===== src/sv/bttpb_pkg.sv =====
// ----------------------------------------------------------------------------
// bttpb_pkg
// Shared types and constants of the bitmap threshold page buffer.
// ----------------------------------------------------------------------------
package bttpb_pkg;

    localparam int SCREEN_COLUMNS = 84;
    localparam int SCREEN_ROWS    = 48;
    localparam int PAGE_COUNT     = (SCREEN_ROWS + 7) / 8;
    localparam int FRAME_BYTES    = SCREEN_COLUMNS * PAGE_COUNT;
    localparam int ADDR_W         = $clog2(FRAME_BYTES);
    // Wide enough for column + 1 plus the largest page offset.
    localparam int PAINT_W        = $clog2(SCREEN_COLUMNS * 8 + 129);
    localparam int QUEUE_DEPTH    = 2;

    localparam logic [3:0] LEVEL_CAP = 4'd14;

    localparam int CFG_INDEX_W = 3;
    localparam int CFG_DATA_W  = 8;

    localparam logic [CFG_INDEX_W-1:0] CFG_IMAGE_X         = 3'd0;
    localparam logic [CFG_INDEX_W-1:0] CFG_IMAGE_Y         = 3'd1;
    localparam logic [CFG_INDEX_W-1:0] CFG_IMAGE_WIDTH     = 3'd2;
    localparam logic [CFG_INDEX_W-1:0] CFG_IMAGE_HEIGHT    = 3'd3;
    localparam logic [CFG_INDEX_W-1:0] CFG_LEVEL_THRESHOLD = 3'd4;

    localparam logic [1:0] OP_BEGIN = 2'd0;
    localparam logic [1:0] OP_PIXEL = 2'd1;
    localparam logic [1:0] OP_READ  = 2'd2;
    localparam logic [1:0] OP_CLEAR = 2'd3;

    localparam logic [1:0] ST_OK     = 2'd0;
    localparam logic [1:0] ST_REJECT = 2'd1;
    localparam logic [1:0] ST_IDLE   = 2'd2;

    // Work kinds handed from the front to the back.
    localparam logic [1:0] KIND_NONE  = 2'd0;
    localparam logic [1:0] KIND_PAINT = 2'd1;
    localparam logic [1:0] KIND_READ  = 2'd2;
    localparam logic [1:0] KIND_CLEAR = 2'd3;

    typedef struct packed {
        logic [1:0] opcode;
        logic [7:0] pixel_pair;
        logic [8:0] read_address;
    } bttpb_in_t;

    typedef struct packed {
        logic [7:0] buffer_byte;
        logic [1:0] status;
        logic       image_finished;
    } bttpb_out_t;

    typedef struct packed {
        logic [1:0]        kind;
        logic [ADDR_W-1:0] addr0;
        logic              en0;
        logic [ADDR_W-1:0] addr1;
        logic              en1;
        logic [2:0]        bit_sel;
        logic              val0;
        logic              val1;
        logic [1:0]        status;
        logic              finished;
    } bttpb_entry_t;

endpackage


===== src/sv/bttpb_queue.sv =====
// ----------------------------------------------------------------------------
// bttpb_queue
// Short FIFO of work entries between the front and the back end.
// ----------------------------------------------------------------------------
module bttpb_queue import bttpb_pkg::*;
(
    input  logic         clk,
    input  logic         rst_n,
    input  logic         push,
    input  bttpb_entry_t push_entry,
    input  logic         pop,
    output bttpb_entry_t head,
    output logic         full,
    output logic         empty
);

    localparam int PTR_W = (QUEUE_DEPTH > 1) ? $clog2(QUEUE_DEPTH) : 1;
    localparam int CNT_W = $clog2(QUEUE_DEPTH + 1);

    bttpb_entry_t     slots_reg [QUEUE_DEPTH];
    logic [PTR_W-1:0] wr_ptr_reg, wr_ptr_next;
    logic [PTR_W-1:0] rd_ptr_reg, rd_ptr_next;
    logic [CNT_W-1:0] count_reg, count_next;

    assign full  = (count_reg == CNT_W'(QUEUE_DEPTH));
    assign empty = (count_reg == '0);
    assign head  = slots_reg[rd_ptr_reg];

    always_comb
    begin
        wr_ptr_next = wr_ptr_reg;
        rd_ptr_next = rd_ptr_reg;
        count_next  = count_reg;
        if (push)
        begin
            wr_ptr_next = (wr_ptr_reg == PTR_W'(QUEUE_DEPTH - 1)) ? '0
                                                                  : wr_ptr_reg + PTR_W'(1);
        end
        if (pop)
        begin
            rd_ptr_next = (rd_ptr_reg == PTR_W'(QUEUE_DEPTH - 1)) ? '0
                                                                  : rd_ptr_reg + PTR_W'(1);
        end
        if (push && !pop)
        begin
            count_next = count_reg + CNT_W'(1);
        end
        else if (pop && !push)
        begin
            count_next = count_reg - CNT_W'(1);
        end
    end

    always_ff @(posedge clk or negedge rst_n)
    begin
        if (!rst_n)
        begin
            wr_ptr_reg <= '0;
            rd_ptr_reg <= '0;
            count_reg  <= '0;
        end
        else
        begin
            wr_ptr_reg <= wr_ptr_next;
            rd_ptr_reg <= rd_ptr_next;
            count_reg  <= count_next;
        end
    end

    always_ff @(posedge clk)
    begin
        if (push)
        begin
            slots_reg[wr_ptr_reg] <= push_entry;
        end
    end

endmodule


===== config.mk =====
export PLATFORM = sky130hd
export DESIGN_NAME = bttpb_queue
export DESIGN_NICKNAME = d
export VERILOG_FILES = /design/src/sv/bttpb_pkg.sv /design/src/sv/bttpb_queue.sv
export SDC_FILE = /design/constraint.sdc
export NUM_CORES = 1
export LEC_CHECK = 0
export BUFFER_PORTS_ARGS = -buffer_cell sky130_fd_sc_hd__buf_2
export CORE_AREA = 10 10 86 103
export DETAILED_ROUTE_END_ITERATION = 12
export DIE_AREA = 0 0 96 113
export RECOVER_POWER = 25
export SLEW_MARGIN = 20
export SYNTH_ARGS = -nofsm -noshare
export SYNTH_HDL_FRONTEND = slang
export SYNTH_SLANG_ARGS = --single-unit
export TNS_END_PERCENT = 20

===== constraint.sdc =====
create_clock -name clk -period 2.9 [get_ports clk]
set_input_delay 0.58 -clock clk [delete_from_list [all_inputs] [get_ports clk]]
set_output_delay 0.58 -clock clk [all_outputs]
set_load 0.01 [all_outputs]

==> flow_metrics.tcl <==
set metrics [dict create \
    status "completed" \
    yosysWarnings 0 \
    syn_avg_cell_area_um2 21.65 \
    yosysTopAreaCellShare_pct 76.35 \
    grt_use_total_pct 8.612 \
    ios 66 \
    synth_top_family_by_area "multiplexers" \
    worst_setup_path_end_kind "output pin" \
    stdcell_area_um2 2983 \
    antenna_found_initial 0 \
    syn_nets 144 \
    cts_hold_buf 0 \
    area_delta_synth_final_pct 26.41 \
    setup_viol 0 \
    cts_num_sinks 64 \
    crit_fanout 21 \
    fp.dieW_um 96 \
    synth_xor_area_share_pct 1.856 \
    power.leakage_nw 1.123 \
    port_buffers 65 \
    dp_hpwl_um 3248 \
    synth_compound_area_share_pct 0 \
    final_cell_mix "edfxtp_1 (60), buf_2 (57), mux2_2 (30), clkbuf_8 (9), clkbuf_1 (9)" \
    cts-buffers-inserted 9 \
    synth_area_leader_cell "edfxtp_1" \
    crit_start "rd_ptr_reg" \
    cts_buffer_depth 2 \
    ys_seq_elements 64 \
    cts_root_buf "clkbuf_8" \
    core_um2 6771 \
    via_per_inst 4.377 \
    seq_area_frac_synth_pct 80.59 \
    p_int_mw 2.021 \
    wl_per_cell_um 16.36 \
    r2r-start "wr_ptr_reg" \
    cp-start-kind "flop" \
    skew_ps 10.20 \
    drive_gt1_share_pct 54.50 \
    synth_area_leaders "edfxtp_1 (76%), mux2_2 (14%), dfrtp_1 (4.2%)" \
    fin_crit_sh_pct 80.69 \
    tritoncts "done" \
    clk_pin_slew_worst_paths_ps 70 \
    initialDrtViolationCount 35 \
    synth_adder_area_share_pct 0.5302 \
    final_common_cell "edfxtp_1" \
    synthMuxAreaShare_pct 14.32 \
    dpl_cell_area_um2 2815 \
    relSlewSlack_pct 63.72 \
    path_cells "buf_12 -> mux2_2 -> buf_2" \
    maxCapViolations 0 \
    clk_latency_ps 330 \
    vias 1208 \
    grt_pass1_wl_um 6900 \
    grt_pass1_vias 1404 \
    final-hold-violation-count 0 \
    synth_area_um2 2360 \
    synthSimpleGateAreaFrac_pct 1.113 \
    cpPeakStageDelay_ps 680 \
    dieArea_um2 10850 \
    combPwrFrac_pct 28.5 \
    peakVddDrop_uv 456.8 \
    power_switching_mw 0.7947 \
    timing.final.max_slew_violations 0 \
    drc_errors 0 \
    swShare_pct 28.22 \
    tightest_slew_ps 544.2 \
    post_cts_buffers 0 \
    place_congestion 0.6884 \
    dr.pass1.iters 4 \
    num_rows 33 \
    p_clk_share_pct 24.6 \
    die_y_um 113 \
    clock.fmax_mhz 427.4 \
    hold_class "in -> async" \
    finalNetCount 220 \
    crit_type "reg -> out" \
    grt_overflow_total 0 \
    period_needed_ps 2340 \
    rsz0062_at_grt "no" \
    yosysUniqueCellTypes 11 \
    largest_reg_flops 60 \
    cts.htree.levels 3 \
    routed_wl_um 4516 \
    tns_ps 0 \
    grt_max_degree 22 \
    pwr-share-seq_pct 46.9 \
    power_density_nw_per_um2 944.1 \
    arrival_ps 1760 \
    num_antenna_cells 0 \
    cp_slowest_cell "dfrtp_1" \
    critPathRequiredTime_ps 2320 \
    post_cts_resize_count 0 \
    antenna_left 0 \
    synth_cells 109 \
    initial_utilization_pct 34.85 \
]
[final timing paths]
kind / slack (ps) / end / depth (start not counted)
max: 560 / head[22] / 3
min: 70 / rd_ptr_reg / 1
max reg2reg: 1420 / slots_reg[1][28] / 2
min reg2reg: 490 / count_reg[1] / 1
max in group asynchronous: 2640 / count_reg[1] / 1
min in group clk: 440 / slots_reg[1][4] / 1
[Yosys cell counts]
cell type and instances:
edfxtp_1 60, mux2_2 30, dfrtp_1 4, xor2_1 4, buf_6 3, nor2_1 2, nor2b_1 2, and2_1 1
ha_1 1, inv_1 1, xnor2_1 1
[final cells by class]
cell class              instances  area, um^2
fillers                       629        3789
flip-flops and latches         64        1902
multi-input cells              41       427.9
repair buffers                 68       362.8
clock buffers                  11       131.4
well taps                      87       108.9
clock inverters                 4       46.29
inverters                       1       3.754
[critical path, delay by kind of cell, from the launching register on]
family	cells	cell delay [ps]
flip-flops	1	680
buffers and inverters	2	380
multiplexers	1	350
[logic make-up (layout without fill, tap and decap cells)]
logic type,after synthesis,count (layout)
flops,64,64
mux,30,30
xor+xnor,5,5
simple gates,5,5
buf+inv,4,84
fa+ha+maj,1,1
[power groups by stage]
| stage | clock, mW | combinational [mW] | sequential, mW |
|---|---|---|---|
| final | 0.692 | 0.803 | 1.32 |
| after global routing | 0.759 | 0.883 | 1.34 |
| after CTS | 0.720 | 0.834 | 1.33 |
| after detailed placement | 0 | 0.830 | 1.34 |
| after global placement | 0 | 0.833 | 1.34 |
| after floorplan | 0 | 0.538 | 1.30 |
[metrics by stage]
| step | power, mW | setup WS [ps] | cells | hold WS (ps) | utilization, % |
|---|---|---|---|---|---|
| 2_1_floorplan | 1.841 | 537.2 | 109 | 284.4 | - |
| 3_5_place_dp | 2.173 | 897.4 | 261 | 396.7 | 41.57 |
| 3_3_place_gp | 2.168 | 918.7 | 261 | 397.4 | 41.57 |
| 4_1_cts | 2.880 | 502.9 | 276 | 26.02 | 44.20 |
| 5_1_grt | 2.985 | 464.0 | 276 | 76.78 | 44.05 |
| 6_report | 2.816 | 560.1 | 276 | 69.75 | 44.05 |
[routing by layer]
metal / GRT usage (%) / wire length [um] / up-vias
met1: 8.685 / 1676 / 580
met5: 0 / 0 / -
li1: - / - / 573
met2: 14.07 / 2329 / 46
met4: 5.320 / 89 / 0
met3: 3.836 / 421 / 9
Power figures use the tool's default switching activity.
