[src/sv/bttpb_pkg.sv]
// ----------------------------------------------------------------------------
// bttpb_pkg
// Shared types and constants of the bitmap threshold page buffer.
// ----------------------------------------------------------------------------
package bttpb_pkg;

    localparam int SCREEN_COLUMNS = 84;
    localparam int SCREEN_ROWS    = 48;
    localparam int PAGE_COUNT     = (SCREEN_ROWS + 7) / 8;
    localparam int FRAME_BYTES    = SCREEN_COLUMNS * PAGE_COUNT;
    localparam int ADDR_W         = $clog2(FRAME_BYTES);
    // Wide enough for column + 1 plus the largest page offset.
    localparam int PAINT_W        = $clog2(SCREEN_COLUMNS * 8 + 129);
    localparam int QUEUE_DEPTH    = 2;

    localparam logic [3:0] LEVEL_CAP = 4'd14;

    localparam int CFG_INDEX_W = 3;
    localparam int CFG_DATA_W  = 8;

    localparam logic [CFG_INDEX_W-1:0] CFG_IMAGE_X         = 3'd0;
    localparam logic [CFG_INDEX_W-1:0] CFG_IMAGE_Y         = 3'd1;
    localparam logic [CFG_INDEX_W-1:0] CFG_IMAGE_WIDTH     = 3'd2;
    localparam logic [CFG_INDEX_W-1:0] CFG_IMAGE_HEIGHT    = 3'd3;
    localparam logic [CFG_INDEX_W-1:0] CFG_LEVEL_THRESHOLD = 3'd4;

    localparam logic [1:0] OP_BEGIN = 2'd0;
    localparam logic [1:0] OP_PIXEL = 2'd1;
    localparam logic [1:0] OP_READ  = 2'd2;
    localparam logic [1:0] OP_CLEAR = 2'd3;

    localparam logic [1:0] ST_OK     = 2'd0;
    localparam logic [1:0] ST_REJECT = 2'd1;
    localparam logic [1:0] ST_IDLE   = 2'd2;

    // Work kinds handed from the front to the back.
    localparam logic [1:0] KIND_NONE  = 2'd0;
    localparam logic [1:0] KIND_PAINT = 2'd1;
    localparam logic [1:0] KIND_READ  = 2'd2;
    localparam logic [1:0] KIND_CLEAR = 2'd3;

    typedef struct packed {
        logic [1:0] opcode;
        logic [7:0] pixel_pair;
        logic [8:0] read_address;
    } bttpb_in_t;

    typedef struct packed {
        logic [7:0] buffer_byte;
        logic [1:0] status;
        logic       image_finished;
    } bttpb_out_t;

    typedef struct packed {
        logic [1:0]        kind;
        logic [ADDR_W-1:0] addr0;
        logic              en0;
        logic [ADDR_W-1:0] addr1;
        logic              en1;
        logic [2:0]        bit_sel;
        logic              val0;
        logic              val1;
        logic [1:0]        status;
        logic              finished;
    } bttpb_entry_t;

endpackage

[src/sv/bttpb_front.sv]
// ----------------------------------------------------------------------------
// bttpb_front
// Holds the configuration and the drawing cursor, classifies each item and
// turns it into a work entry for the back end.
// ----------------------------------------------------------------------------
module bttpb_front import bttpb_pkg::*;
(
    input  logic                   clk,
    input  logic                   rst_n,
    input  logic                   cfg_write,
    input  logic [CFG_INDEX_W-1:0] cfg_index,
    input  logic [CFG_DATA_W-1:0]  cfg_data,
    input  logic                   in_valid,
    output logic                   in_ready,
    input  bttpb_in_t              in_item,
    input  logic                   q_full,
    input  logic                   init_busy,
    output logic                   push,
    output bttpb_entry_t           push_entry
);

    logic [6:0] image_x_reg;
    logic [5:0] image_y_reg;
    logic [7:0] image_width_reg;
    logic [7:0] image_height_reg;
    logic [7:0] level_threshold_reg;

    logic [6:0] cursor_column_reg, cursor_column_next;
    logic [2:0] cursor_page_reg, cursor_page_next;
    logic [2:0] cursor_bit_reg, cursor_bit_next;
    logic [6:0] bytes_left_reg, bytes_left_next;
    logic [1:0] padding_left_reg, padding_left_next;
    logic [7:0] rows_left_reg, rows_left_next;
    logic       active_reg, active_next;
    logic [6:0] row_start_reg, row_start_next;
    logic [6:0] row_bytes_reg, row_bytes_next;
    logic [1:0] row_pad_reg, row_pad_next;

    logic               accept;
    logic               geom_bad;
    logic [8:0]         x_end;
    logic [8:0]         y_top;
    logic [6:0]         half_width;
    logic [3:0]         thr;
    logic [PAINT_W-1:0] col0;
    logic [PAINT_W-1:0] col1;
    logic [PAINT_W-1:0] page_base;
    logic [PAINT_W-1:0] paddr0;
    logic [PAINT_W-1:0] paddr1;
    logic [6:0]         bytes_dec;
    logic [7:0]         rows_dec;
    logic [1:0]         pad_dec;

    assign in_ready = !q_full && !init_busy;
    assign accept   = in_valid && in_ready;
    assign push     = accept;

    always_ff @(posedge clk or negedge rst_n)
    begin
        if (!rst_n)
        begin
            image_x_reg         <= '0;
            image_y_reg         <= '0;
            image_width_reg     <= '0;
            image_height_reg    <= '0;
            level_threshold_reg <= '0;
        end
        else if (cfg_write)
        begin
            unique case (cfg_index)
                CFG_IMAGE_X:         image_x_reg         <= cfg_data[6:0];
                CFG_IMAGE_Y:         image_y_reg         <= cfg_data[5:0];
                CFG_IMAGE_WIDTH:     image_width_reg     <= cfg_data;
                CFG_IMAGE_HEIGHT:    image_height_reg    <= cfg_data;
                CFG_LEVEL_THRESHOLD: level_threshold_reg <= cfg_data;
                default:
                begin
                end
            endcase
        end
    end

    assign x_end      = {2'b00, image_x_reg} + {1'b0, image_width_reg};
    assign y_top      = {3'b000, image_y_reg} + 9'd1;
    assign half_width = image_width_reg[7:1];
    assign geom_bad   = (image_height_reg == 8'd0) || image_width_reg[0]
                     || (x_end > 9'(SCREEN_COLUMNS))
                     || (y_top < {1'b0, image_height_reg})
                     || ({1'b0, image_y_reg} >= 7'(SCREEN_ROWS));

    assign thr = (level_threshold_reg > {4'd0, LEVEL_CAP}) ? LEVEL_CAP
                                                           : level_threshold_reg[3:0];

    assign col0      = PAINT_W'(cursor_column_reg);
    assign col1      = col0 + PAINT_W'(1);
    assign page_base = PAINT_W'(SCREEN_COLUMNS) * PAINT_W'(cursor_page_reg);
    assign paddr0    = col0 + page_base;
    assign paddr1    = col1 + page_base;
    assign bytes_dec = bytes_left_reg - 7'd1;
    assign rows_dec  = rows_left_reg - 8'd1;
    assign pad_dec   = padding_left_reg - 2'd1;

    always_comb
    begin
        cursor_column_next = cursor_column_reg;
        cursor_page_next   = cursor_page_reg;
        cursor_bit_next    = cursor_bit_reg;
        bytes_left_next    = bytes_left_reg;
        padding_left_next  = padding_left_reg;
        rows_left_next     = rows_left_reg;
        active_next        = active_reg;
        row_start_next     = row_start_reg;
        row_bytes_next     = row_bytes_reg;
        row_pad_next       = row_pad_reg;
        push_entry         = '0;
        push_entry.kind    = KIND_NONE;
        push_entry.status  = ST_OK;
        if (accept)
        begin
            unique case (in_item.opcode)
                OP_BEGIN:
                begin
                    if (geom_bad)
                    begin
                        active_next       = 1'b0;
                        push_entry.status = ST_REJECT;
                    end
                    else
                    begin
                        row_start_next     = image_x_reg;
                        row_bytes_next     = half_width;
                        row_pad_next       = 2'd0 - half_width[1:0];
                        cursor_column_next = image_x_reg;
                        cursor_page_next   = image_y_reg[5:3];
                        cursor_bit_next    = image_y_reg[2:0];
                        bytes_left_next    = half_width;
                        padding_left_next  = 2'd0;
                        rows_left_next     = image_height_reg;
                        active_next        = (half_width != 7'd0);
                    end
                end
                OP_PIXEL:
                begin
                    if (!active_reg)
                    begin
                        push_entry.status = ST_IDLE;
                    end
                    else if (bytes_left_reg != 7'd0)
                    begin
                        push_entry.kind    = KIND_PAINT;
                        push_entry.addr0   = ADDR_W'(paddr0);
                        push_entry.addr1   = ADDR_W'(paddr1);
                        push_entry.en0     = (col0 < PAINT_W'(SCREEN_COLUMNS))
                                          && (32'(paddr0) < FRAME_BYTES);
                        push_entry.en1     = (col1 < PAINT_W'(SCREEN_COLUMNS))
                                          && (32'(paddr1) < FRAME_BYTES);
                        push_entry.bit_sel = cursor_bit_reg;
                        push_entry.val0    = in_item.pixel_pair[7:4] > thr;
                        push_entry.val1    = in_item.pixel_pair[3:0] > thr;
                        cursor_column_next = cursor_column_reg + 7'd2;
                        bytes_left_next    = bytes_dec;
                        if (bytes_dec == 7'd0)
                        begin
                            rows_left_next = rows_dec;
                            if (rows_dec == 8'd0)
                            begin
                                push_entry.finished = 1'b1;
                                active_next         = 1'b0;
                            end
                            else
                            begin
                                // Bottom-up bitmap: the next row sits one pixel higher.
                                if (cursor_bit_reg != 3'd0)
                                begin
                                    cursor_bit_next = cursor_bit_reg - 3'd1;
                                end
                                else
                                begin
                                    cursor_bit_next  = 3'd7;
                                    cursor_page_next = cursor_page_reg - 3'd1;
                                end
                                cursor_column_next = row_start_reg;
                                padding_left_next  = row_pad_reg;
                                if (row_pad_reg == 2'd0)
                                begin
                                    bytes_left_next = row_bytes_reg;
                                end
                            end
                        end
                    end
                    else
                    begin
                        // Row padding item: counted off and dropped.
                        if (padding_left_reg != 2'd0)
                        begin
                            padding_left_next = pad_dec;
                            if (pad_dec == 2'd0)
                            begin
                                bytes_left_next = row_bytes_reg;
                            end
                        end
                        else
                        begin
                            bytes_left_next = row_bytes_reg;
                        end
                    end
                end
                OP_READ:
                begin
                    push_entry.kind  = KIND_READ;
                    push_entry.addr0 = ADDR_W'(in_item.read_address);
                    push_entry.en0   = 32'(in_item.read_address) < FRAME_BYTES;
                end
                OP_CLEAR:
                begin
                    push_entry.kind = KIND_CLEAR;
                end
            endcase
        end
    end

    always_ff @(posedge clk or negedge rst_n)
    begin
        if (!rst_n)
        begin
            cursor_column_reg <= '0;
            cursor_page_reg   <= '0;
            cursor_bit_reg    <= '0;
            bytes_left_reg    <= '0;
            padding_left_reg  <= '0;
            rows_left_reg     <= '0;
            active_reg        <= 1'b0;
            row_start_reg     <= '0;
            row_bytes_reg     <= '0;
            row_pad_reg       <= '0;
        end
        else
        begin
            cursor_column_reg <= cursor_column_next;
            cursor_page_reg   <= cursor_page_next;
            cursor_bit_reg    <= cursor_bit_next;
            bytes_left_reg    <= bytes_left_next;
            padding_left_reg  <= padding_left_next;
            rows_left_reg     <= rows_left_next;
            active_reg        <= active_next;
            row_start_reg     <= row_start_next;
            row_bytes_reg     <= row_bytes_next;
            row_pad_reg       <= row_pad_next;
        end
    end

endmodule

[config.mk]
export PLATFORM = sky130hd
export DESIGN_NAME = bttpb_front
export DESIGN_NICKNAME = d
export VERILOG_FILES = /design/src/sv/bttpb_pkg.sv /design/src/sv/bttpb_front.sv
export SDC_FILE = /design/constraint.sdc
export NUM_CORES = 1
export LEC_CHECK = 0
export BUFFER_PORTS_ARGS = -buffer_cell sky130_fd_sc_hd__buf_2
export CAP_MARGIN = 20
export CORE_ASPECT_RATIO = 2
export CORE_UTILIZATION = 64
export CTS_CLUSTER_DIAMETER = 30
export CTS_CLUSTER_SIZE = 30
export DETAILED_ROUTE_END_ITERATION = 10
export HOLD_SLACK_MARGIN = 0.03
export PLACE_DENSITY = 0.86
export SETUP_SLACK_MARGIN = 0.02
export SLEW_MARGIN = 30
export SYNTH_ARGS = -nofsm -noshare
export SYNTH_HDL_FRONTEND = slang
export SYNTH_SLANG_ARGS = --single-unit
[constraint.sdc]
create_clock -name clk -period 9.9 [get_ports clk]
set_clock_uncertainty 0.2 [all_clocks]
set_input_delay 0 -clock clk [delete_from_list [all_inputs] [get_ports clk]]
set_output_delay 0 -clock clk [all_outputs]
set_load 0.02 [all_outputs]
==> run metrics <==
Starting Density=65.37%; clk sinks=83; prevailing post-synth register cell=dfrtp_1; clk_lat worst skew=350 ps; pre-CTS setup slack=6066 ps; Post-CTS Setup Bufs=0; CP bufs+invs=2; PnR worst setup slack=5727 ps; R2R Path End=bytes_left_reg[6]; CTS Buf Count=9; Clock Path Buffers=2; Cells after Synth=667; share of cells above drive strength 1=20.32%; total core area=9321 um^2; detailed placer's ending HPWL=12.91 mm; Pwr Total=1.489 mW; 1st-iter DRT viols=357; worst path cell trace=inv_1, ha_1, nor3b_1, nand3b_1, nand2_1, nor2_1, nand2_1, nor3b_1, o311a_1, buf_2; CP required=9700 ps; final WL=17.27 mm; status=complete, but fails checks; clk root buf=clkbuf_16; H-tree levels=3; # DRC=10; Async S/R FF share, synth=100.0%; Final ANT Viol Nets=0; wire per inst=20.27 um; Nets=835; 1st-pass router iterations=9; most common cell after layout, fill and taps aside=dfrtp_1; post-synthesis sequential area ratio=34.09%; Finished Cell Area=7010 um^2; hold crit path type=input port to primary output; vias in the first global route=5784; worst r2r src=image_x_reg[0]; crit-path leading delay family=simple AND/OR/NAND/NOR gates; failing checks=design-rule violations; setup TNS=0 ps; gr usage total=36.15%; Area after DPL=6509 um^2; Max-slew headroom=35.45%; Final Cycle Share=42.16%; gpl congestion=0.8816; number of max-cap violations=0; port bufs=67; first-pass GRT wire length=27.51 mm; RSZ-0062 raised after global routing=no; Synthesized Nets=759; Final Max Slew Viols=0; Worst-Margin Slew=968.3 ps; R2R setup slack=6040 ps; Vias/cell=6.594; Syn Area/Cell=9.135 um^2; largest net degree at the start of global routing=49; Max Clk Rate=239.6 MHz; Clock transition at path regs=70 ps; crit path from=bytes_left_reg[0]; Synth Cell Area=6093 um^2; Crit Path Class=register to primary output; GRT overflow=0; most frequent cells in the layout=dfrtp_1, nand2_1, nor2_1; CP startpoint kind=register; PwrDens=212.4 nW/um^2; CTS tree=done; # IOs=68; ant diodes=0; worst reg-to-reg path cell count=10; minimum clock period=4174 ps; Crit. path cell count=10; Max rail drop VDD=0.1884 mV; CP arrival=3970 ps; Critical Path Slowest Stage Cell=nor2_1; Rows=50; Critical Path Sink=push_entry[8]; Worst Setup End Kind=primary output; Die Y=140.0 um; Post-synth EDFFs=0; initial antenna violation count=0; area growth from synthesis to layout=15.05%; total number of vias=5618; synth warn=0; Die ar.=9939 um^2; Leak=3.364 nW; Setup violations, final=0; Seq cells post-synth=83; Final Hold Viols=0; crit-path max FO=15; Distinct cells, synth=70; slowest stage delay, CP=690 ps; DIE WIDTH=71.00 um
## routing by layer
metal,vias to the layer above,GRT usage [%],share of wire [%]
met2,317,67.61,54
li1,2556,-,-
met1,2641,33.78,33
met4,0,28.11,7.6
met3,104,5.396,5.6
met5,-,0,0
## cells in the mapped netlist, types with 10 or more instances
library cell | instances | area (um^2)
nand2_1 | 74 | 277.8
inv_1 | 44 | 165.2
o21ai_0 | 33 | 165.2
dfrtp_1 | 83 | 2077
a21oi_1 | 41 | 205.2
xor2_1 | 12 | 105.1
ha_1 | 53 | 663.1
nand3_1 | 24 | 120.1
xnor2_1 | 19 | 166.4
nor2_1 | 67 | 251.5
a22oi_1 | 10 | 75.07
clkbuf_1 | 16 | 60.06
mux2_2 | 44 | 495.5
## repair_timing
item,4_1_cts,5_1_grt
endpoints found under the hold margin,120,0
hold buffers,16,0
resized for setup,0,0
## stage by stage
stage               util [%]  hold WS [ps]  cells
floorplan                  -        -495.6    667
CTS                    75.15         59.97    852
global route           75.21         66.96    852
detailed placement     69.83        -205.1    820
finish                 75.21         60.32    852
global placement       69.48         24.71    819
## tightest hold or removal path, cell delays in order
cell	delay (ps)
buf_2	70
nor2_1	40
buf_2	150
## worst min path at each step
stage,start,to,slack [ps],cells after the start
final,init_busy,in_ready,60,3
after global routing,q_full,in_ready,70,3
after CTS,q_full,in_ready,60,3
after detailed placement,rst_n,image_height_reg[1],-210,1
after global placement,rst_n,image_height_reg[1],20,1
after floorplan,rst_n,active_reg,-500,0
## kinds of logic after synthesis
| kind of cell | share of synthesized area [%] |
|---|---|
| muxes | 10.51 |
| DFF | 34.09 |
| and+or+nand+nor | 16.90 |
| xor gates and xnor gates | 4.456 |
| AOI/OAI and AO/OA | 17.76 |
| adders and majority gates | 11.87 |
| buffers and inverters | 4.415 |
## area by class of cell
type	count	area [um^2]
Clock buffer	10	239.0
Clock inverter	6	87.58
Fill cell	636	2311
Inverter	45	168.9
Multi-Input combinational cell	518	3757
Sequential cell	83	2077
Tap cell	104	130.1
Timing Repair Buffer	86	550.5
## where the power goes
part	switching [mW]	internal [mW]	leakage, nW
Clock	0.140	0.228	0.163
Sequential	0.122	0.422	1.01
Combinational	0.316	0.260	2.19
Total	0.578	0.911	3.36
Note: power is estimated with default switching activity, not from simulation.
